### src/rtl/hjb_pkg.sv
package hjb_pkg;

	// Register file geometry
	localparam int unsigned CFG_W = 16;
	localparam int unsigned CFG_IDX_W = 3;

	// Default timer width and reset values of the debounce waits
	localparam int unsigned TIMER_BITS_DEF = 16;
	localparam int unsigned JACK_WAIT_INSERT_RST = 500;
	localparam int unsigned JACK_WAIT_REMOVE_RST = 100;
	localparam int unsigned BTN_WAIT_PRESS_RST = 200;
	localparam int unsigned BTN_WAIT_RELEASE_RST = 500;

	// Configuration register indexes
	typedef enum logic [CFG_IDX_W-1:0] {
		CFG_JACK_ACTIVE_LEVEL = 3'd0,
		CFG_MIC_SUPPORTED     = 3'd1,
		CFG_JACK_WAIT_INSERT  = 3'd2,
		CFG_JACK_WAIT_REMOVE  = 3'd3,
		CFG_BTN_WAIT_PRESS    = 3'd4,
		CFG_BTN_WAIT_RELEASE  = 3'd5
	} hjb_cfg_idx_t;

	// Reported jack state
	typedef enum logic [1:0] {
		JACK_NONE  = 2'd0,
		JACK_MIC   = 2'd1,
		JACK_NOMIC = 2'd2
	} hjb_jack_t;

	// Input word
	typedef struct packed {
		logic jack_pin;
		logic mic_pin;
	} hjb_in_t;

	// Result word
	typedef struct packed {
		logic [1:0] jack_status;
		logic       status_update;
		logic       key_event;
		logic       key_down;
	} hjb_out_t;

	// Jack events that steer the button qualifier
	typedef struct packed {
		logic insert_mic;
		logic remove;
	} hjb_jack_evt_t;

	// Clamp a constant wait to the counter range of the given width
	function automatic logic [63:0] sat_wait(input int unsigned v, input int unsigned bits);
		logic [63:0] max_v;
		max_v = (64'd1 << bits) - 64'd1;
		return (64'(v) > max_v) ? max_v : 64'(v);
	endfunction

endpackage

### src/rtl/headset_jack_button_debouncer_unit.sv
// Latency: a result word is valid in the cycle after its input word is accepted.
// Throughput: one word per cycle unless a full result register stalls; the jack
// and button timers update in a single pass from acceptance to result register.
// in_ready stays high while the result register is empty or being drained.
// Reset (arst_n low) clears all timers and state and loads the register defaults.
module headset_jack_button_debouncer_unit import hjb_pkg::*; #(
	parameter int unsigned TIMER_BITS = TIMER_BITS_DEF
) (
	input  logic                 clk,
	input  logic                 arst_n,
	input  logic                 in_valid,
	output logic                 in_ready,
	input  hjb_in_t              in_word,
	output logic                 out_valid,
	input  logic                 out_ready,
	output hjb_out_t             out_word,
	input  logic                 cfg_we,
	input  logic [CFG_IDX_W-1:0] cfg_index,
	input  logic [CFG_W-1:0]     cfg_wdata
);

	localparam int unsigned NUM_WAITS = 4;

	logic                  jack_level_q;
	logic                  mic_supported_q;
	logic [CFG_W-1:0]      wait_cfg_q [NUM_WAITS];
	logic [TIMER_BITS-1:0] wait_sat [NUM_WAITS];

	logic          fire;
	hjb_jack_t     status_nxt;
	logic          status_update;
	hjb_jack_evt_t jack_evt;
	logic          key_event;
	logic          key_down;
	logic          out_valid_q;
	hjb_out_t      out_word_q;

	// Write configuration registers
	always_ff @(posedge clk or negedge arst_n) begin
		if (!arst_n) begin
			jack_level_q    <= 1'b0;
			mic_supported_q <= 1'b1;
			wait_cfg_q[0]   <= CFG_W'(JACK_WAIT_INSERT_RST);
			wait_cfg_q[1]   <= CFG_W'(JACK_WAIT_REMOVE_RST);
			wait_cfg_q[2]   <= CFG_W'(BTN_WAIT_PRESS_RST);
			wait_cfg_q[3]   <= CFG_W'(BTN_WAIT_RELEASE_RST);
		end else if (cfg_we) begin
			case (cfg_index)
				CFG_JACK_ACTIVE_LEVEL: jack_level_q    <= cfg_wdata[0];
				CFG_MIC_SUPPORTED:     mic_supported_q <= cfg_wdata[0];
				CFG_JACK_WAIT_INSERT:  wait_cfg_q[0]   <= cfg_wdata;
				CFG_JACK_WAIT_REMOVE:  wait_cfg_q[1]   <= cfg_wdata;
				CFG_BTN_WAIT_PRESS:    wait_cfg_q[2]   <= cfg_wdata;
				CFG_BTN_WAIT_RELEASE:  wait_cfg_q[3]   <= cfg_wdata;
				default: ;
			endcase
		end
	end

	// Clamp the waits to the timer range
	for (genvar i = 0; i < NUM_WAITS; i++) begin : g_sat
		if (TIMER_BITS >= CFG_W) begin : g_wide
			assign wait_sat[i] = TIMER_BITS'(wait_cfg_q[i]);
		end else begin : g_narrow
			assign wait_sat[i] = (|wait_cfg_q[i][CFG_W-1:TIMER_BITS]) ? '1 :
				wait_cfg_q[i][TIMER_BITS-1:0];
		end
	end

	// Accept a word whenever the result register can take its result
	assign in_ready = !out_valid_q || out_ready;
	assign fire     = in_valid && in_ready;

	hjb_jack_debounce #(
		.TIMER_BITS(TIMER_BITS)
	) u_jack (
		.clk          (clk),
		.arst_n       (arst_n),
		.fire         (fire),
		.jack_pin     (in_word.jack_pin),
		.active_level (jack_level_q),
		.mic_supported(mic_supported_q),
		.wait_insert  (wait_sat[0]),
		.wait_remove  (wait_sat[1]),
		.status_nxt   (status_nxt),
		.status_update(status_update),
		.evt          (jack_evt)
	);

	hjb_button_debounce #(
		.TIMER_BITS(TIMER_BITS)
	) u_button (
		.clk         (clk),
		.arst_n      (arst_n),
		.fire        (fire),
		.mic_pin     (in_word.mic_pin),
		.evt         (jack_evt),
		.wait_press  (wait_sat[2]),
		.wait_release(wait_sat[3]),
		.key_event   (key_event),
		.key_down    (key_down)
	);

	// Hold the result word until it is taken
	always_ff @(posedge clk or negedge arst_n) begin
		if (!arst_n) begin
			out_valid_q <= 1'b0;
		end else if (in_ready) begin
			out_valid_q <= in_valid;
		end
	end

	always_ff @(posedge clk) begin
		if (fire) begin
			out_word_q.jack_status   <= status_nxt;
			out_word_q.status_update <= status_update;
			out_word_q.key_event     <= key_event;
			out_word_q.key_down      <= key_down;
		end
	end

	assign out_valid = out_valid_q;
	assign out_word  = out_word_q;

	// A pressed report always comes with a key event
	a_key_down_event: assert property (@(posedge clk) disable iff (!arst_n)
		out_valid && out_word.key_down |-> out_word.key_event)
		else $error("key_down without key_event");

	// An empty result register never blocks the input
	a_ready_when_empty: assert property (@(posedge clk) disable iff (!arst_n)
		!out_valid |-> in_ready)
		else $error("input stalled with empty result register");

	// Every accepted word yields a result in the next cycle
	a_result_follows: assert property (@(posedge clk) disable iff (!arst_n)
		in_valid && in_ready |=> out_valid)
		else $error("accepted word produced no result");

endmodule

### src/rtl/hjb_jack_debounce.sv
module hjb_jack_debounce import hjb_pkg::*; #(
	parameter int unsigned TIMER_BITS = TIMER_BITS_DEF
) (
	input  logic                  clk,
	input  logic                  arst_n,
	input  logic                  fire,
	input  logic                  jack_pin,
	input  logic                  active_level,
	input  logic                  mic_supported,
	input  logic [TIMER_BITS-1:0] wait_insert,
	input  logic [TIMER_BITS-1:0] wait_remove,
	output hjb_jack_t             status_nxt,
	output logic                  status_update,
	output hjb_jack_evt_t         evt
);

	localparam logic [TIMER_BITS-1:0] WAIT_RST =
		TIMER_BITS'(sat_wait(JACK_WAIT_REMOVE_RST, TIMER_BITS));

	hjb_jack_t             reported_q;
	logic                  last_level_q;
	logic [TIMER_BITS-1:0] count_q, count_nxt;
	logic                  counting_q, counting_nxt;
	logic [TIMER_BITS-1:0] wait_q, wait_nxt;
	logic                  present;

	// Restart on a disagreeing pin change, count down, settle on expiry
	always_comb begin
		present       = (jack_pin == active_level);
		status_nxt    = reported_q;
		status_update = 1'b0;
		evt           = '0;
		count_nxt     = count_q;
		counting_nxt  = counting_q;
		wait_nxt      = wait_q;
		if (jack_pin != last_level_q && present != (reported_q != JACK_NONE)) begin
			count_nxt    = wait_q;
			counting_nxt = 1'b1;
		end
		if (counting_nxt) begin
			if (count_nxt == '0) begin
				counting_nxt = 1'b0;
				if (!present) begin
					if (reported_q != JACK_NONE) begin
						status_nxt    = JACK_NONE;
						status_update = 1'b1;
						evt.remove    = 1'b1;
						wait_nxt      = wait_remove;
					end
				end else begin
					status_nxt     = mic_supported ? JACK_MIC : JACK_NOMIC;
					evt.insert_mic = mic_supported;
					wait_nxt       = wait_insert;
					status_update  = 1'b1;
				end
			end else begin
				count_nxt = count_nxt - TIMER_BITS'(1);
			end
		end
	end

	// Advance the jack state on each accepted word
	always_ff @(posedge clk or negedge arst_n) begin
		if (!arst_n) begin
			reported_q   <= JACK_NONE;
			last_level_q <= 1'b1;
			count_q      <= '0;
			counting_q   <= 1'b0;
			wait_q       <= WAIT_RST;
		end else if (fire) begin
			reported_q   <= status_nxt;
			last_level_q <= jack_pin;
			count_q      <= count_nxt;
			counting_q   <= counting_nxt;
			wait_q       <= wait_nxt;
		end
	end

endmodule

### src/rtl/hjb_button_debounce.sv
module hjb_button_debounce import hjb_pkg::*; #(
	parameter int unsigned TIMER_BITS = TIMER_BITS_DEF
) (
	input  logic                  clk,
	input  logic                  arst_n,
	input  logic                  fire,
	input  logic                  mic_pin,
	input  hjb_jack_evt_t         evt,
	input  logic [TIMER_BITS-1:0] wait_press,
	input  logic [TIMER_BITS-1:0] wait_release,
	output logic                  key_event,
	output logic                  key_down
);

	localparam logic [TIMER_BITS-1:0] WAIT_RST =
		TIMER_BITS'(sat_wait(BTN_WAIT_RELEASE_RST, TIMER_BITS));

	logic                  armed_q, armed_nxt;
	logic                  held_q, held_nxt;
	logic                  last_mic_q, last_mic_nxt;
	logic [TIMER_BITS-1:0] count_q, count_nxt;
	logic                  counting_q, counting_nxt;
	logic [TIMER_BITS-1:0] wait_q, wait_nxt;

	// Disarm on removal, arm on mic insert, then qualify the mic pin
	always_comb begin
		armed_nxt    = armed_q;
		held_nxt     = held_q;
		last_mic_nxt = last_mic_q;
		count_nxt    = count_q;
		counting_nxt = counting_q;
		wait_nxt     = wait_q;
		key_event    = 1'b0;
		key_down     = 1'b0;
		if (evt.remove && armed_q) begin
			armed_nxt    = 1'b0;
			counting_nxt = 1'b0;
			count_nxt    = '0;
			last_mic_nxt = 1'b0;
			if (held_q) begin
				held_nxt  = 1'b0;
				key_event = 1'b1;
			end
		end
		if (evt.insert_mic && !armed_q) begin
			wait_nxt     = wait_press;
			armed_nxt    = 1'b1;
			last_mic_nxt = 1'b0;
		end
		if (armed_nxt) begin
			if (mic_pin != last_mic_nxt) begin
				count_nxt    = wait_nxt;
				counting_nxt = 1'b1;
			end
			last_mic_nxt = mic_pin;
			if (counting_nxt) begin
				if (count_nxt == '0) begin
					counting_nxt = 1'b0;
					key_event    = 1'b1;
					if (mic_pin) begin
						held_nxt = 1'b1;
						key_down = 1'b1;
						wait_nxt = wait_press;
					end else begin
						held_nxt = 1'b0;
						wait_nxt = wait_release;
					end
				end else begin
					count_nxt = count_nxt - TIMER_BITS'(1);
				end
			end
		end
	end

	// Advance the button state on each accepted word
	always_ff @(posedge clk or negedge arst_n) begin
		if (!arst_n) begin
			armed_q    <= 1'b0;
			held_q     <= 1'b0;
			last_mic_q <= 1'b0;
			count_q    <= '0;
			counting_q <= 1'b0;
			wait_q     <= WAIT_RST;
		end else if (fire) begin
			armed_q    <= armed_nxt;
			held_q     <= held_nxt;
			last_mic_q <= last_mic_nxt;
			count_q    <= count_nxt;
			counting_q <= counting_nxt;
			wait_q     <= wait_nxt;
		end
	end

endmodule
### config.mk
export PLATFORM = sky130hd
export DESIGN_NAME = headset_jack_button_debouncer_unit
export DESIGN_NICKNAME = d
export VERILOG_FILES = /design/src/rtl/hjb_pkg.sv /design/src/rtl/headset_jack_button_debouncer_unit.sv /design/src/rtl/hjb_jack_debounce.sv /design/src/rtl/hjb_button_debounce.sv
export SDC_FILE = /design/constraint.sdc
export NUM_CORES = 1
export LEC_CHECK = 0
export CELL_PAD_IN_SITES_DETAIL_PLACEMENT = 0
export CELL_PAD_IN_SITES_GLOBAL_PLACEMENT = 1
export CORE_MARGIN = 3
export CORE_UTILIZATION = 46
export CTS_BUF_LIST = sky130_fd_sc_hd__clkbuf_4 sky130_fd_sc_hd__clkbuf_8 sky130_fd_sc_hd__clkbuf_16
export DETAILED_ROUTE_END_ITERATION = 10
export DONT_BUFFER_PORTS = 1
export HOLD_SLACK_MARGIN = 0.1
export PLACE_DENSITY = 0.74
export RECOVER_POWER = 25
export REMOVE_ABC_BUFFERS = 1
export SYNTH_ARGS = -nofsm -noshare
export SYNTH_HDL_FRONTEND = slang
export SYNTH_HIERARCHICAL = 1
export SYNTH_SLANG_ARGS = --single-unit
### constraint.sdc
create_clock -name clk -period 13 [get_ports clk]
set_clock_uncertainty 0.1 [all_clocks]
set_input_delay 0.65 -clock clk [delete_from_list [all_inputs] [get_ports clk]]
set_output_delay 0.65 -clock clk [all_outputs]
set_load 0.05 [all_outputs]
* Word-level counts from Yosys, hierarchy flattened *
Cells that the tools add are included.

operators by class
  reductions and logical operators = 21
  add/subtract/negate cells = 2
  eq/ne operators = 9
  multiplexer cells = 51

operators with widths
  operator                                              count
  2-to-1 mux 16 bit                                     16
  zero test 16 bit                                      2
  subtractor 16 x 1 -> 16 bit (second input constant)   2
  2-to-1 mux 1 bit                                      28
  2-to-1 mux 2 bit                                      7
  AND reduction 2 bit                                   7
  equality test 3 x 2 -> 1 bit (second input constant)  2
  equality test 3 bit (second input constant)           2
  logical AND 1 bit                                     4
  AND reduction 4 bit                                   1
  nonzero test 2 bit                                    2
  equality test 3 x 1 -> 1 bit (second input constant)  1
  zero test 3 bit                                       1
  != test 1 bit                                         3
  AND reduction 3 bit                                   1
  zero test 1 bit                                       2
  equality test 1 bit                                   1
  logical OR 1 bit                                      1

storage, ports and cells
  output and inout bits = 7
  logic and storage cells = 105
  register bits after elaboration = 144
  input bits = 26

* Depth between registers and ports, before layout *
Gate-level depths: netlist (run 1).

  depth in word-level cells = 17
  gate-level depth with buffers = 29
  gate-level depth less buffers = 22

* Modules after synthesis *
Netlist (run 1), hierarchy kept.

by module, submodules not included
  module                              cells each  area an instance (sq um)  times used  seq. area each (sq um)
  hjb_button_debounce                 314         2899.0                    1           908.4
  headset_jack_button_debouncer_unit  153         2834.0                    1           1850.5
  hjb_jack_debounce                   281         2516.2                    1           905.9

* Worst setup path before layout (run 1) *
No wires, ideal clock.

  path kind = in2reg
  from = input port in_word[1] in the netlist's numbering
  to = register u_button.wait_q[10]
  library setup time = 0.123 ns
  arrival = 7.069 ns
  path slack = 5.708 ns
  required time = 12.777 ns
  cell stages on the path = 29
  path buffers = 7
  cells stage by stage = xnor2_1 > clkinv_1 > clkbuf_1 > ha_1 > clkbuf_1 > inv_1 > nand2_1 > clkbuf_1 > mux2i_1 > ha_1 > or4b_1 > or4_4 > a22oi_4 > nand2_2 > nor2_1 > buf_2 > nand2b_4 > buf_4 > buf_2 > mux2i_1 > o221ai_1 > inv_1 > ha_1 > o21ai_0 > nor4b_4 > nand4_4 > mux2_4 > buf_6 > o221a_1

RTL lines
  element                 line                                      text
  start: declaration      headset_jack_button_debouncer_unit.sv:13  input hjb_in_t in_word,
  end signal: assignment  hjb_button_debounce.sv:90                 wait_q <= wait_nxt;
  end: declaration        hjb_button_debounce.sv:23                 logic [TIMER_BITS-1:0] wait_q, wait_nxt;

==> results of run 1 <==
-- flip-flops by register name, indices dropped and copies added, names as in the netlist --
register,flops
u_jack/last_level_q,1
u_button/last_mic_q,1
mic_supported_q,1
out_word,5
wait_cfg_q,64
u_button/count_q,16
u_jack/wait_q,16
u_jack/reported_q,2
u_jack/counting_q,1
jack_level_q,1
u_button/counting_q,1
u_button/held_q,1
u_button/armed_q,1
u_jack/count_q,16
u_button/wait_q,16
out_valid,1
-- timing repair --
action,4_1_cts,5_1_grt
hold buffers,1,0
resized for setup,0,0
endpoints found under the hold margin,139,0
-- worst max path at each step --
stage / from / endpoint / cells after the start
4_1_cts: jack_level_q / u_button/wait_q[1] / 23
3_3_place_gp: in_word[1] / u_button/wait_q[3] / 23
2_1_floorplan: in_word[1] / u_button/wait_q[0] / 20
5_1_grt: jack_level_q / u_button/wait_q[0] / 23
6_report: jack_level_q / u_button/wait_q[1] / 23
3_5_place_dp: in_word[1] / u_button/wait_q[0] / 23
-- metrics by stage --
stage                     worst slack (ps)  std cells  hold slack, ps
final                                 3980        968             237
after global routing                  3350        968             233
after CTS                             4140        968             124
after detailed placement              3950        935             259
after global placement                4300        935             259
after floorplan                       4780        704             254
-- cell type report --
cell class	count	area [um2]	share of cell area [%]
Clock buffer	19	447	5.03
Tap cell	225	282	3.17
Timing Repair Buffer	7	48.8	0.549
Clock inverter	13	116	1.31
Sequential cell	144	3660	41.2
Inverter	12	45.0	0.507
Multi-Input combinational cell	548	4280	48.2
-- layout by cell type (no fill, tap or decap), drive strengths merged, types with 7 or more instances in the layout --
cell type and instances:
nor3 12, nor2 38, o221ai 10, o31ai 14, or3 9, o211ai 8, nand3 7, o21ai 18
nand2b 7, inv 20, mux2 94, and3 8, o221a 19, and2 8, dfrtp 110, clkbuf 20
a21oi 21, xnor2 13, mux2i 25, nand2 98, dfstp 29, or2 19, nand4 10
-- worst reg2reg max path, cell delays in order (launching register included) --
cell	delay (ps)
sky130_fd_sc_hd__dfrtp_1	390
sky130_fd_sc_hd__xnor2_1	160
sky130_fd_sc_hd__buf_4	260
sky130_fd_sc_hd__clkinv_1	500
sky130_fd_sc_hd__ha_1	700
sky130_fd_sc_hd__inv_1	170
sky130_fd_sc_hd__nand2_1	600
sky130_fd_sc_hd__mux2i_1	350
sky130_fd_sc_hd__ha_1	230
sky130_fd_sc_hd__or4b_1	440
sky130_fd_sc_hd__or4_4	460
sky130_fd_sc_hd__a22oi_4	250
sky130_fd_sc_hd__nand2_2	120
sky130_fd_sc_hd__nor2_1	620
sky130_fd_sc_hd__nand2b_4	340
sky130_fd_sc_hd__a21oi_1	460
sky130_fd_sc_hd__o221ai_1	290
sky130_fd_sc_hd__inv_1	170
sky130_fd_sc_hd__ha_1	170
sky130_fd_sc_hd__o21ai_0	200
sky130_fd_sc_hd__nor4b_4	690
sky130_fd_sc_hd__nand4_4	200
sky130_fd_sc_hd__nand3b_1	610
sky130_fd_sc_hd__o221a_2	440
-- logic make-up after synthesis --
logic type | Yosys count | synth area share [%]
flops | 144 | 44.4
compound gates | 150 | 15.2
buf+inv | 56 | 3.90
xor+xnor | 19 | 2.02
mux | 119 | 17.2
simple gates | 255 | 16.5
fa+ha+maj | 5 | 0.758
-- power groups by stage --
stage / logic [mW] / registers [mW] / clock network (mW)
final: 0.296 / 0.600 / 0.471
after global routing: 0.327 / 0.609 / 0.498
after CTS: 0.296 / 0.598 / 0.479
after detailed placement: 0.285 / 0.605 / 0
after global placement: 0.277 / 0.603 / 0
after floorplan: 0.229 / 0.581 / 0
-- layer usage --
metal	global-route usage [%]	vias to the layer above	part of all wire (%)
met5	0	-	0
met4	6.17	0	1.3
met3	4.40	22	5.9
met2	30.8	228	43
met1	33.4	3050	50
li1	-	2754	-
==> summary.txt, run 1 <==
Status
  – Status: complete, but fails checks
  – Violated checks: capacitance limit, slew limit

Detailed routing
  – Starting DRC count in detailed routing: 582
  – DRC errors left: 0
  – Average wire per cell in the routed design: 21.4 um
  – Count of TritonRoute iterations in the first routing pass: 5
  – Via total after detailed routing: between 6000 and 7000
  – Antenna viol nets, final: 0
  – Detailed-route vias per instance: 6.25
  – Total detailed-routing wirelength: 20700 um

Pwr
  – Switching fraction of total power: 32.3%
  – Leak pwr: 3.83 nW
  – Cell internal power dissipation: between 0.9 and 1 mW
  – Part of the power in combinational logic: 21.7%
  – Net switching power: 0.442 mW
  – Total chip power: 1.37 mW
  – Sequential group share of total power: 43.9%
  – Clk pwr share: 34.4%
  – Power density relative to cell area: 154 nW/um2
  – Worst voltage drop across the vdd grid: 0.108 mV

Min path
  – Hold/Removal Path Class: input pin to register
  – Hold Startpoint: in_valid
  – Hold path endpoint: out_valid
  – Worst Hold Path Cells: 1

Logic synthesis
  – Dominant cell by count in the synthesized netlist: sky130_fd_sc_hd__dfrtp_1
  – Synthesized area divided by synthesized cell count: 11.0 um2
  – Post-Syn Area: 8250 um2
  – Commonest cells in the netlist: sky130_fd_sc_hd__dfrtp_1, sky130_fd_sc_hd__nand2_1, sky130_fd_sc_hd__mux2_2, sky130_fd_sc_hd__nor2_1, sky130_fd_sc_hd__mux2_4
  – Cell type contributing the most total cell area after synthesis: sky130_fd_sc_hd__dfrtp_1
  – Synth Register Bits: 144
  – Number of distinct standard cells referenced by the synthesized netlist: 88
  – Dominant cells by area after synthesis: sky130_fd_sc_hd__dfrtp_1, sky130_fd_sc_hd__dfstp_2, sky130_fd_sc_hd__mux2_2
  – Top cell type's share of synthesized area: 33.4%
  – Flip-flop cell with the highest count after synthesis: sky130_fd_sc_hd__dfrtp_1
  – Number of instances in the synthesized netlist: 748
  – Number of flops mapped to enable cells by yosys: 5
  – Sequential element share of the synthesized area: 44.4%
  – Async SR Flop Fraction: 96.5%
  – Number of synthesis warnings: 6

Global routing
  – GRT Resource Usage Total: a little over a fifth
  – Vias in the first global route: a little under 6000
  – First-pass GRT wire length: 33600 um
  – Largest net degree at the start of global routing: 140
  – Total congestion overflow: 0
  – Initial antenna violation count: 0

Finish
  – Fraction of final layout cells with drive strength greater than 1: 27.2%
  – Net count reported at finish: 761
  – # diodes: 0
  – Final Util: between 50% and 60%
  – Area added between synthesis and finish: 7.71%
  – Final standard cell area without fillers: 8880 um2
  – # fillers: 1537

CTS
  – Clock-pin slew reported for the worst setup and hold paths after clock tree synthesis: roughly 70 ps
  – Library cell used as clock root buffer: sky130_fd_sc_hd__clkbuf_16
  – TritonCTS buffer count: 17
  – Clock tree from TritonCTS: built
  – CTS max path bufs: 2
  – Clock insertion delay at the later pin of the skew report: 420 ps
  – Total number of H-tree levels: 4
  – # clock sinks: about 140
  – Post-CTS Setup Bufs: 0

Critical path
  – CP Cell Sequence: xnor2_1 -> buf_4 -> clkinv_1 -> ha_1 -> inv_1 -> nand2_1 -> mux2i_1 -> ha_1 -> or4b_1 -> or4_4 -> a22oi_4 -> nand2_2 -> nor2_1 -> nand2b_4 -> a21oi_1 -> o221ai_1 -> inv_1 -> ha_1 -> o21ai_0 -> nor4b_4 -> nand4_4 -> nand3b_1 -> o221a_2
  – Required time of the critical path: 13210 ps
  – Source of the worst register-to-register timing path: jack_level_q
  – Dominant cell type by count on the critical path: sky130_fd_sc_hd__ha_1
  – Worst-case register-to-register setup slack: roughly 4000 ps
  – Crit Path Max Fanout: 24
  – Startpoint kind of the worst setup timing path: register
  – Longest individual stage delay on the worst path: 690 ps
  – Depth of the worst register-to-register path: 23
  – Buf+Inv Stages, Crit Path: 4
  – Type of element capturing the critical path: register
  – Critical path type: register to register
  – Data arrival, critical path: 9230 ps
  – Worst r2r dst: u_button/wait_q[1]
  – Cell with the largest stage delay on the worst path: sky130_fd_sc_hd__ha_1
  – Kind of cell adding the most delay to the critical path: simple AND/OR/NAND/NOR gates

STA
  – Count of pins over their slew limit: 140
  – Final period util: between 60% and 70%
  – Number of hold violations in the final report: 0
  – Number of endpoints failing setup at the final stage: 0
  – Fin crit period: 9020 ps
  – Max_slew headroom: -399%
  – Max frequency: 111 MHz
  – Post-Route Setup TNS: 0 ps
  – RSZ-0062 raised after global routing: no
  – Actual transition at the worst max-transition pin: 7480 ps

Die
  – Die Span Y: 140 um
  – Effective utilization at floorplan: 47.4%
  – Core area: 17400 um2
  – Cell Rows: 48
  – Chip Width: 140 um
  – Area of the die: roughly 20000 um2
  – I/O pin count: 33

Place
  – Number of I/O port buffers: 0
  – Final Wtd Congestion: 0.941
  – Sum of net half-perimeters after detailed placement: ~15000 um
  – Total placed instance area: 8320 um2

Job
  – Max-capacitance violation count: 1
(Power assumes the default switching activity.)
==> run 2, diff against run 1 <==
--- a/config.mk
+++ b/config.mk
@@ -5,6 +5,7 @@
 export SDC_FILE = /design/constraint.sdc
 export NUM_CORES = 1
 export LEC_CHECK = 0
+export ABC_AREA = 1
 export CELL_PAD_IN_SITES_DETAIL_PLACEMENT = 0
 export CELL_PAD_IN_SITES_GLOBAL_PLACEMENT = 1
 export CORE_MARGIN = 3
@@ -13,7 +14,7 @@
 export DETAILED_ROUTE_END_ITERATION = 10
 export DONT_BUFFER_PORTS = 1
 export HOLD_SLACK_MARGIN = 0.1
-export PLACE_DENSITY = 0.74
+export PLACE_DENSITY = 0.81
 export RECOVER_POWER = 25
 export REMOVE_ABC_BUFFERS = 1
 export SYNTH_ARGS = -nofsm -noshare
==> constraint.sdc (replaced) <==
create_clock -name clk -period 9.27 [get_ports clk]
set_clock_uncertainty 0.1 [all_clocks]
set_input_delay 0.4635 -clock clk [delete_from_list [all_inputs] [get_ports clk]]
set_output_delay 0.4635 -clock clk [all_outputs]
set_load 0.05 [all_outputs]
==> run 2 against run 1 <==
Against the previous run: the run now ends clean; total power up 85%; cell count up 60%; first-iteration DRC count up 8.8%; worst setup slack worse by 1400 ps; synthesized cell count up 72%; register-to-register slack worse by 1400 ps; critical path depth up 8; sequential share of layout area down 4.2 points.
==> summary.txt, run 2 <==
STA
  – Post-Route Setup TNS: 0 ps (unchanged)
  – Actual transition at the worst max-transition pin: 1390 ps (-6090 ps)
  – Number of hold violations in the final report: 0 (unchanged)
  – Worst hold slack: 132 ps (-105 ps)
  – Max_slew headroom: 7.12% (+410 points)
  – RSZ-0062 raised after global routing: no
  – Max frequency: 149 MHz (+34%)
  – Final period util: 72.4% (+3.0 points)
  – Count of pins over their slew limit: 0 (-100%)
  – Fin crit period: 6710 ps (-2310 ps)
  – Number of endpoints failing setup at the final stage: 0 (unchanged)

Pwr
  – Leak pwr: 5.18 nW (+35%)
  – Power density relative to cell area: 256 nW/um2 (+66%)
  – Worst voltage drop across the vdd grid: 0.126 mV (+17%)

Global routing
  – Total congestion overflow: 0 (unchanged)
  – Initial antenna violation count: 0 (unchanged)
  – First-pass GRT wire length: 40100 um (+19%)
  – Largest net degree at the start of global routing: 140 (unchanged)
  – Met1 usage: 34.8% (+1.4 points)
  – Busiest metal layer after global routing: met1
  – GR Util met2: 34.3% (+3.6 points)
  – GRT Resource Usage Total: 23.0% (+1.4 points)
  – M3 GR Usage: 3.69% (-0.71 points)
  – Vias in the first global route: 7518 (+29%)

Critical path
  – Buf+Inv Stages, Crit Path: 4 (unchanged)
  – Crit Path Max Fanout: 31 (+29%)
  – Cell with the largest stage delay on the worst path: sky130_fd_sc_hd__nand2_1
  – Kind of cell adding the most delay to the critical path: simple AND/OR/NAND/NOR gates
  – Type of element capturing the critical path: register
  – Critical path type: register to register
  – Worst-case register-to-register setup slack: 2560 ps (-1420 ps)
  – Data arrival, critical path: 6930 ps (-2300 ps)
  – Startpoint kind of the worst setup timing path: register
  – Required time of the critical path: 9490 ps (-3720 ps)
  – Longest individual stage delay on the worst path: 640 ps (-50 ps)
  – Logic depth of the worst path, buffers included: 31 (+35%)
  – Depth of the worst register-to-register path: 31 (+35%)
  – Dominant cell type by count on the critical path: sky130_fd_sc_hd__nand2_1

Detailed routing
  – Total detailed-routing wirelength: 24100 um (+16%)
  – Via total after detailed routing: 7906 (+31%)
  – Detailed-route vias per instance: 5.10 (-18%)
  – Antenna viol nets, final: 0 (unchanged)
  – Count of TritonRoute iterations in the first routing pass: 5 (unchanged)
  – DRC errors left: 0 (unchanged)
  – Average wire per cell in the routed design: 15.5 um (-28%)
  – Starting DRC count in detailed routing: 633 (+8.8%)

Logic synthesis
  – Number of synthesis warnings: 6 (unchanged)
  – Dominant cell by count in the synthesized netlist: sky130_fd_sc_hd__nand2_1
  – Synth Register Bits: 144 (unchanged)
  – Number of instances in the synthesized netlist: 1287 (+72%)
  – Dominant cells by area after synthesis: sky130_fd_sc_hd__dfrtp_1, sky130_fd_sc_hd__nand2_1, sky130_fd_sc_hd__dfstp_2
  – Top cell type's share of synthesized area: 30.3% (-3.1 points)
  – Synthesized area divided by synthesized cell count: 7.06 um2 (-36%)
  – Number of flops mapped to enable cells by yosys: 5 (unchanged)
  – Async SR Flop Fraction: 96.5% (unchanged)
  – Sequential element share of the synthesized area: 40.3% (-4.1 points)
  – Post-Syn Area: 9090 um2 (+10%)
  – Number of distinct standard cells referenced by the synthesized netlist: 41 (-53%)
  – Cell type contributing the most total cell area after synthesis: sky130_fd_sc_hd__dfrtp_1
  – Flip-flop cell with the highest count after synthesis: sky130_fd_sc_hd__dfrtp_1
  – Commonest cells in the netlist: sky130_fd_sc_hd__nand2_1, sky130_fd_sc_hd__dfrtp_1, sky130_fd_sc_hd__nand3_1, sky130_fd_sc_hd__inv_1, sky130_fd_sc_hd__nor2_1

Job
  – Max-capacitance violation count: 0 (-1)

Finish
  – Multi-input gate area in the final layout: 4570 um2 (+6.7%)
  – Number of flip-flops in the largest register: 64 (unchanged)
  – Final Util: 51.8% (+0.78 points)
  – Net count reported at finish: 1307 (+72%)
  – Area added between synthesis and finish: 8.71%
  – Register containing the most flip-flops in the final layout: wait_cfg_q
  – # fillers: 1932 (+26%)
  – Most common cell after layout, fill and taps aside: sky130_fd_sc_hd__nand2_1
  – Fraction of final layout cells with drive strength greater than 1: 12.6% (-15 points)
  – Post-route non-filler standard cell count: 1549 (+60%)
  – # diodes: 0 (unchanged)
  – Commonest non-fill, non-tap cells in the layout: sky130_fd_sc_hd__nand2_1, sky130_fd_sc_hd__dfrtp_1, sky130_fd_sc_hd__nand3_1
  – Area occupied by registers: 3660 um2 (unchanged)

CTS
  – Library cell used as clock root buffer: sky130_fd_sc_hd__clkbuf_16
  – Clock tree from TritonCTS: built
  – TritonCTS buffer count: 17 (unchanged)
  – Post-cts repair resize count: 0 (unchanged)
  – Clock-pin slew reported for the worst setup and hold paths after clock tree synthesis: 70 ps (about the same)
  – CTS max path bufs: 2 (unchanged)
  – # clock sinks: 144 (unchanged)
  – Total number of H-tree levels: 4 (unchanged)
  – Post-CTS Setup Bufs: 0 (unchanged)
  – Clock insertion delay at the later pin of the skew report: 430 ps (about the same)
  – Number of buffers inserted for hold repair after clock tree synthesis: 22 (+21)

Place
  – Cell count after placement: 1495 (+60%)
  – Final Wtd Congestion: 0.910 (-3.3%)
  – Sum of net half-perimeters after detailed placement: 15700 um (+6.8%)
  – Number of I/O port buffers: 0 (unchanged)

Die
  – Cell Rows: 50 (+4.2%)
  – Core area: 19100 um2 (+9.6%)
  – Area of the die: 21500 um2 (+9.8%)
  – Die Span Y: 147 um (+4.8%)
  – Chip Width: 147 um (+4.8%)
  – I/O pin count: 33 (unchanged)
  – Effective utilization at floorplan: 47.6% (+0.28 points)

Min path
  – Hold/Removal Path Class: input pin to register
  – Worst Hold Path Cells: 4 (+3)

Status
  – Status: complete, no violations
==> run 2: cell types whose count changed after synthesis, sizes merged, moves of 12 or more <==
cell,delta
nand3,+106
xnor2,-12
or2,-18
o31ai,-14
nor2,+28
nand4,+32
buf,+15
nand2,+510
inv,+112
o221a,-19
mux2,-94
o21ai,+48
o22ai,+12
==> run 2: through the flow <==
stage | cell area, um2 | power, mW | setup slack [ps]
after global placement | 9070 | 1.79 | 2710
after detailed placement | 9070 | 1.80 | 2570
after global routing | 9880 | 2.73 | 1910
final | 9880 | 2.53 | 2560
after CTS | 9900 | 2.54 | 2620
after floorplan | 8710 | 1.59 | 3390
==> run 2: final cells by class <==
| cell class | instances | area share [%] |
|---|---|---|
| clock buffer | 17 | 4.30 |
| clock inverter | 15 | 1.67 |
| inverter | 124 | 4.72 |
| multi-input combinational | 963 | 46.2 |
| sequential | 144 | 37.1 |
| tap | 260 | 3.29 |
| timing repair buffer | 26 | 2.71 |
==> run 2: metal layers <==
layer  up-vias  share of wire, %
met5         -                 0
met4         0               1.4
met3        19               4.2
met2       161                43
met1      3666                51
li1       4060                 -
==> run 2: path summary, 6_finish.rpt <==
kind	from	endpoint
min in group asynchronous	arst_n	u_jack/count_q[6]
setup reg to reg	jack_level_q	u_button/count_q[15]
max in group asynchronous	arst_n	wait_cfg_q[13]
setup / recovery	jack_level_q	u_button/count_q[15]
hold reg to reg	wait_cfg_q[53]	wait_cfg_q[53]
hold / removal	cfg_index[1]	mic_supported_q
==> run 2: worst reg2reg max path: cells and delay by family (launching register included) <==
family	cells	cell delay, ps
buffers and inverters	4	880
AOI/OAI and AO/OA	1	150
and+or+nand+nor	23	4280
adders and majority gates	3	790
DFF	1	390
==> run 2: cell families after synthesis <==
| logic type | count (synthesis) | share of synthesized area [%] |
|---|---|---|
| AOI/OAI and AO/OA | 105 | 6.87 |
| and+or+nand+nor | 833 | 40.6 |
| xor gates and xnor gates | 4 | 0.385 |
| DFF | 144 | 40.3 |
| muxes | 16 | 1.76 |
| buffers and inverters | 180 | 9.37 |
| adders and majority gates | 5 | 0.688 |
==> run 2: power breakdown <==
part	switching [mW]	internal, mW	leakage (nW)
clock network	0.322	0.385	0.290
logic	0.647	0.307	3.12
registers	0.0863	0.783	1.76
==> run 3, diff against run 2 <==
--- a/config.mk
+++ b/config.mk
@@ -5,7 +5,7 @@
 export SDC_FILE = /design/constraint.sdc
 export NUM_CORES = 1
 export LEC_CHECK = 0
-export ABC_AREA = 1
+export ABC_AREA = 0
 export CELL_PAD_IN_SITES_DETAIL_PLACEMENT = 0
 export CELL_PAD_IN_SITES_GLOBAL_PLACEMENT = 1
 export CORE_MARGIN = 3
@@ -14,7 +14,7 @@
 export DETAILED_ROUTE_END_ITERATION = 10
 export DONT_BUFFER_PORTS = 1
 export HOLD_SLACK_MARGIN = 0.1
-export PLACE_DENSITY = 0.81
+export PLACE_DENSITY = 0.74
 export RECOVER_POWER = 25
 export REMOVE_ABC_BUFFERS = 1
 export SYNTH_ARGS = -nofsm -noshare
==> constraint.sdc (replaced) <==
create_clock -name clk -period 6.7 [get_ports clk]
set_clock_uncertainty 0.1 [all_clocks]
set_input_delay 0.335 -clock clk [delete_from_list [all_inputs] [get_ports clk]]
set_output_delay 0.335 -clock clk [all_outputs]
set_load 0.05 [all_outputs]
==> run 3 against run 2 <==
Against the previous run: the run now ends with capacitance limit, slew limit left; sequential share of layout area is 2.8 points higher; core utilization is 0.90 points higher; maximum frequency is 6.9% higher; global-route usage is 0.90 points lower; count of clock-buffer cells in the layout is 1 higher; sequential cell count stayed put; non-clock buffer count is 13 higher; cell area is 7.1% lower; first-iteration DRC count is 17% lower; highest routed layer is now met5.
==> summary.txt, run 3 (synthesis results as in run 1) <==
STA
  – Final period util: 93.6% (+21 points)
  – Final WS setup: 426 ps (-2140 ps)
  – RSZ-0062 raised after global routing: no
  – Max_slew headroom: -130% (-140 points)
  – Actual transition at the worst max-transition pin: 3440 ps (+2060 ps)
  – Number of hold violations in the final report: 0 (unchanged)
  – Count of pins over their slew limit: 140 (+140)
  – Max frequency: 159 MHz (+6.9%)
  – Fin crit period: 6270 ps (-435 ps)
  – Number of endpoints failing setup at the final stage: 0 (unchanged)

Detailed routing
  – Antenna viol nets, final: 0 (unchanged)
  – Total detailed-routing wirelength: 21100 um (-12%)
  – Via total after detailed routing: 6088 (-23%)
  – Count of TritonRoute iterations in the first routing pass: 5 (unchanged)
  – Detailed-route vias per instance: 6.09 (+19%)
  – Average wire per cell in the routed design: 21.1 um (+36%)
  – DRC errors left: 0 (unchanged)
  – Starting DRC count in detailed routing: 527 (-17%)

CTS
  – Clock-pin slew reported for the worst setup and hold paths after clock tree synthesis: 70 ps (about the same)
  – Total number of H-tree levels: 4 (unchanged)
  – TritonCTS buffer count: 17 (unchanged)
  – Library cell used as clock root buffer: sky130_fd_sc_hd__clkbuf_16
  – Clock insertion delay at the later pin of the skew report: 430 ps (about the same)
  – Clock tree from TritonCTS: built
  – CTS max path bufs: 2 (unchanged)
  – # clock sinks: 144 (unchanged)

Pwr
  – Worst voltage drop across the vdd grid: 0.231 mV (+84%)
  – Power density relative to cell area: 297 nW/um2 (+16%)
  – Leak pwr: 3.96 nW (-24%)
  – Total chip power: 2.73 mW (+7.8%)
  – Cell internal power dissipation: 1.85 mW (+25%)
  – Part of the power in combinational logic: 21.8% (-16 points)
  – Net switching power: 0.881 mW (-16%)
  – Sequential group share of total power: 42.5% (+8.1 points)
  – Switching fraction of total power: 32.3% (-9.4 points)
  – Clk pwr share: 35.7% (+7.8 points)

Critical path
  – Startpoint kind of the worst setup timing path: register
  – Data arrival, critical path: 6540 ps (-390 ps)
  – CP Cell Sequence: xnor2_1 -> clkinv_1 -> ha_1 -> inv_1 -> nand2_1 -> mux2i_1 -> ha_1 -> or4b_1 -> or4_4 -> a22oi_4 -> nand2_2 -> nor2_1 -> buf_4 -> nand2b_4 -> mux2_2 -> a211oi_1 -> o22ai_1 -> nor4b_4 -> buf_4 -> a32o_2 -> or2_2 -> o221a_1
  – Kind of cell adding the most delay to the critical path: simple AND/OR/NAND/NOR gates
  – Source of the worst register-to-register timing path: jack_level_q
  – Type of element capturing the critical path: register
  – Buf+Inv Stages, Crit Path: 4 (unchanged)
  – Cell with the largest stage delay on the worst path: sky130_fd_sc_hd__or4_4
  – Worst r2r dst: u_button/wait_q[8]
  – Longest individual stage delay on the worst path: 450 ps (-190 ps)
  – Required time of the critical path: 6970 ps (-2520 ps)
  – Logic depth of the worst path, buffers included: 22 (-29%)
  – Depth of the worst register-to-register path: 22 (-29%)
  – Crit Path Max Fanout: 24 (-23%)
  – Critical path type: register to register
  – Worst-case register-to-register setup slack: 430 ps (-2140 ps)

Min path
  – Hold Startpoint: cfg_we
  – Hold path endpoint: jack_level_q
  – Hold/Removal Path Class: input pin to register
  – Worst Hold Path Cells: 2 (-2)

Global routing
  – Total congestion overflow: 0 (unchanged)
  – GRT Resource Usage Total: 22.1% (-0.90 points)
  – Largest net degree at the start of global routing: 140 (unchanged)
  – Vias in the first global route: 6046 (-20%)
  – First-pass GRT wire length: 34100 um (-15%)
  – Initial antenna violation count: 1 (+1)

Place
  – Sum of net half-perimeters after detailed placement: 14600 um (-7.5%)
  – Placement-stage worst setup slack: 107 ps (-2460 ps)
  – Final Wtd Congestion: 0.902 (-0.91%)
  – Cell count after placement: 942 (-37%)
  – Number of I/O port buffers: 0 (unchanged)

Die
  – Effective utilization at floorplan: 47.4% (-0.28 points)
  – I/O pin count: 33 (unchanged)
  – Core area: 17400 um2 (-8.7%)
  – Chip Width: 140 um (-4.5%)
  – Die Span Y: 140 um (-4.5%)
  – Cell Rows: 48 (-4.0%)
  – Area of the die: 19600 um2 (-8.9%)

Status
  – Violated checks: capacitance limit, slew limit
  – Status: complete, but fails checks

Finish
  – Commonest non-fill, non-tap cells in the layout: sky130_fd_sc_hd__dfrtp_1, sky130_fd_sc_hd__nand2_1, sky130_fd_sc_hd__mux2_2
  – Post-route non-filler standard cell count: 1000 (-35%)
  – # diodes: 0 (unchanged)
  – Area added between synthesis and finish: 11.3%
  – Final Util: 52.7% (+0.90 points)
  – Most common cell after layout, fill and taps aside: sky130_fd_sc_hd__dfrtp_1
  – Register containing the most flip-flops in the final layout: wait_cfg_q
  – Number of flip-flops in the largest register: 64 (unchanged)
  – Fraction of final layout cells with drive strength greater than 1: 26.3% (+14 points)
  – Net count reported at finish: 793 (-39%)

Job
  – Max-capacitance violation count: 1 (+1)
[run 3: stage by stage]
stage	area [um2]	hold WS, ps	TNS (ps)
finish	9180	185	0
floorplan	7970	-60.6	-35600
global route	9180	166	0
detailed placement	8370	-53.3	0
CTS	9230	172	0
global placement	8370	-53.9	0
[run 3: repair_timing]
item / CTS / global route
setup endpoints to repair: 0 / 22
endpoints found under the hold margin: 208 / 0
resized for setup: 0 / 4
hold buffers: 24 / 0
buffers inserted: 0 / 2
[run 3: cell type report]
cell class              count  area [um2]
inverters                  12        45.0
fillers                  1552        8240
well taps                 225         282
repair buffers             39         344
clock inverters            14         161
multi-input cells         548        4240
clock buffers              18         439
flip-flops and latches    144        3660
[run 3: how the worst max path moves through the flow]
stage / start / to / slack [ps]
after floorplan: jack_level_q / u_button/wait_q[3] / -1260
after global placement: jack_level_q / u_button/wait_q[1] / 380
after detailed placement: jack_level_q / u_button/wait_q[3] / 110
after CTS: jack_level_q / u_button/wait_q[1] / 90
after global routing: jack_level_q / u_button/count_q[2] / 60
final: jack_level_q / u_button/wait_q[8] / 430
[run 3: power groups by stage]
stage               clock [mW]  combinational (mW)  sequential (mW)
detailed placement           0               0.563             1.17
global placement             0               0.547             1.16
CTS                      0.993               0.602             1.16
floorplan                    0               0.444             1.13
global route              1.04               0.660             1.17
finish                   0.973               0.595             1.16
[run 3: per-layer routing]
| metal | part of all wire [%] | GRT usage, % |
|---|---|---|
| met1 | 47 | 31.9 |
| met2 | 47 | 34.1 |
| met3 | 5.2 | 5.43 |
| met4 | 1.0 | 4.64 |
| met5 | 0.061 | 0 |
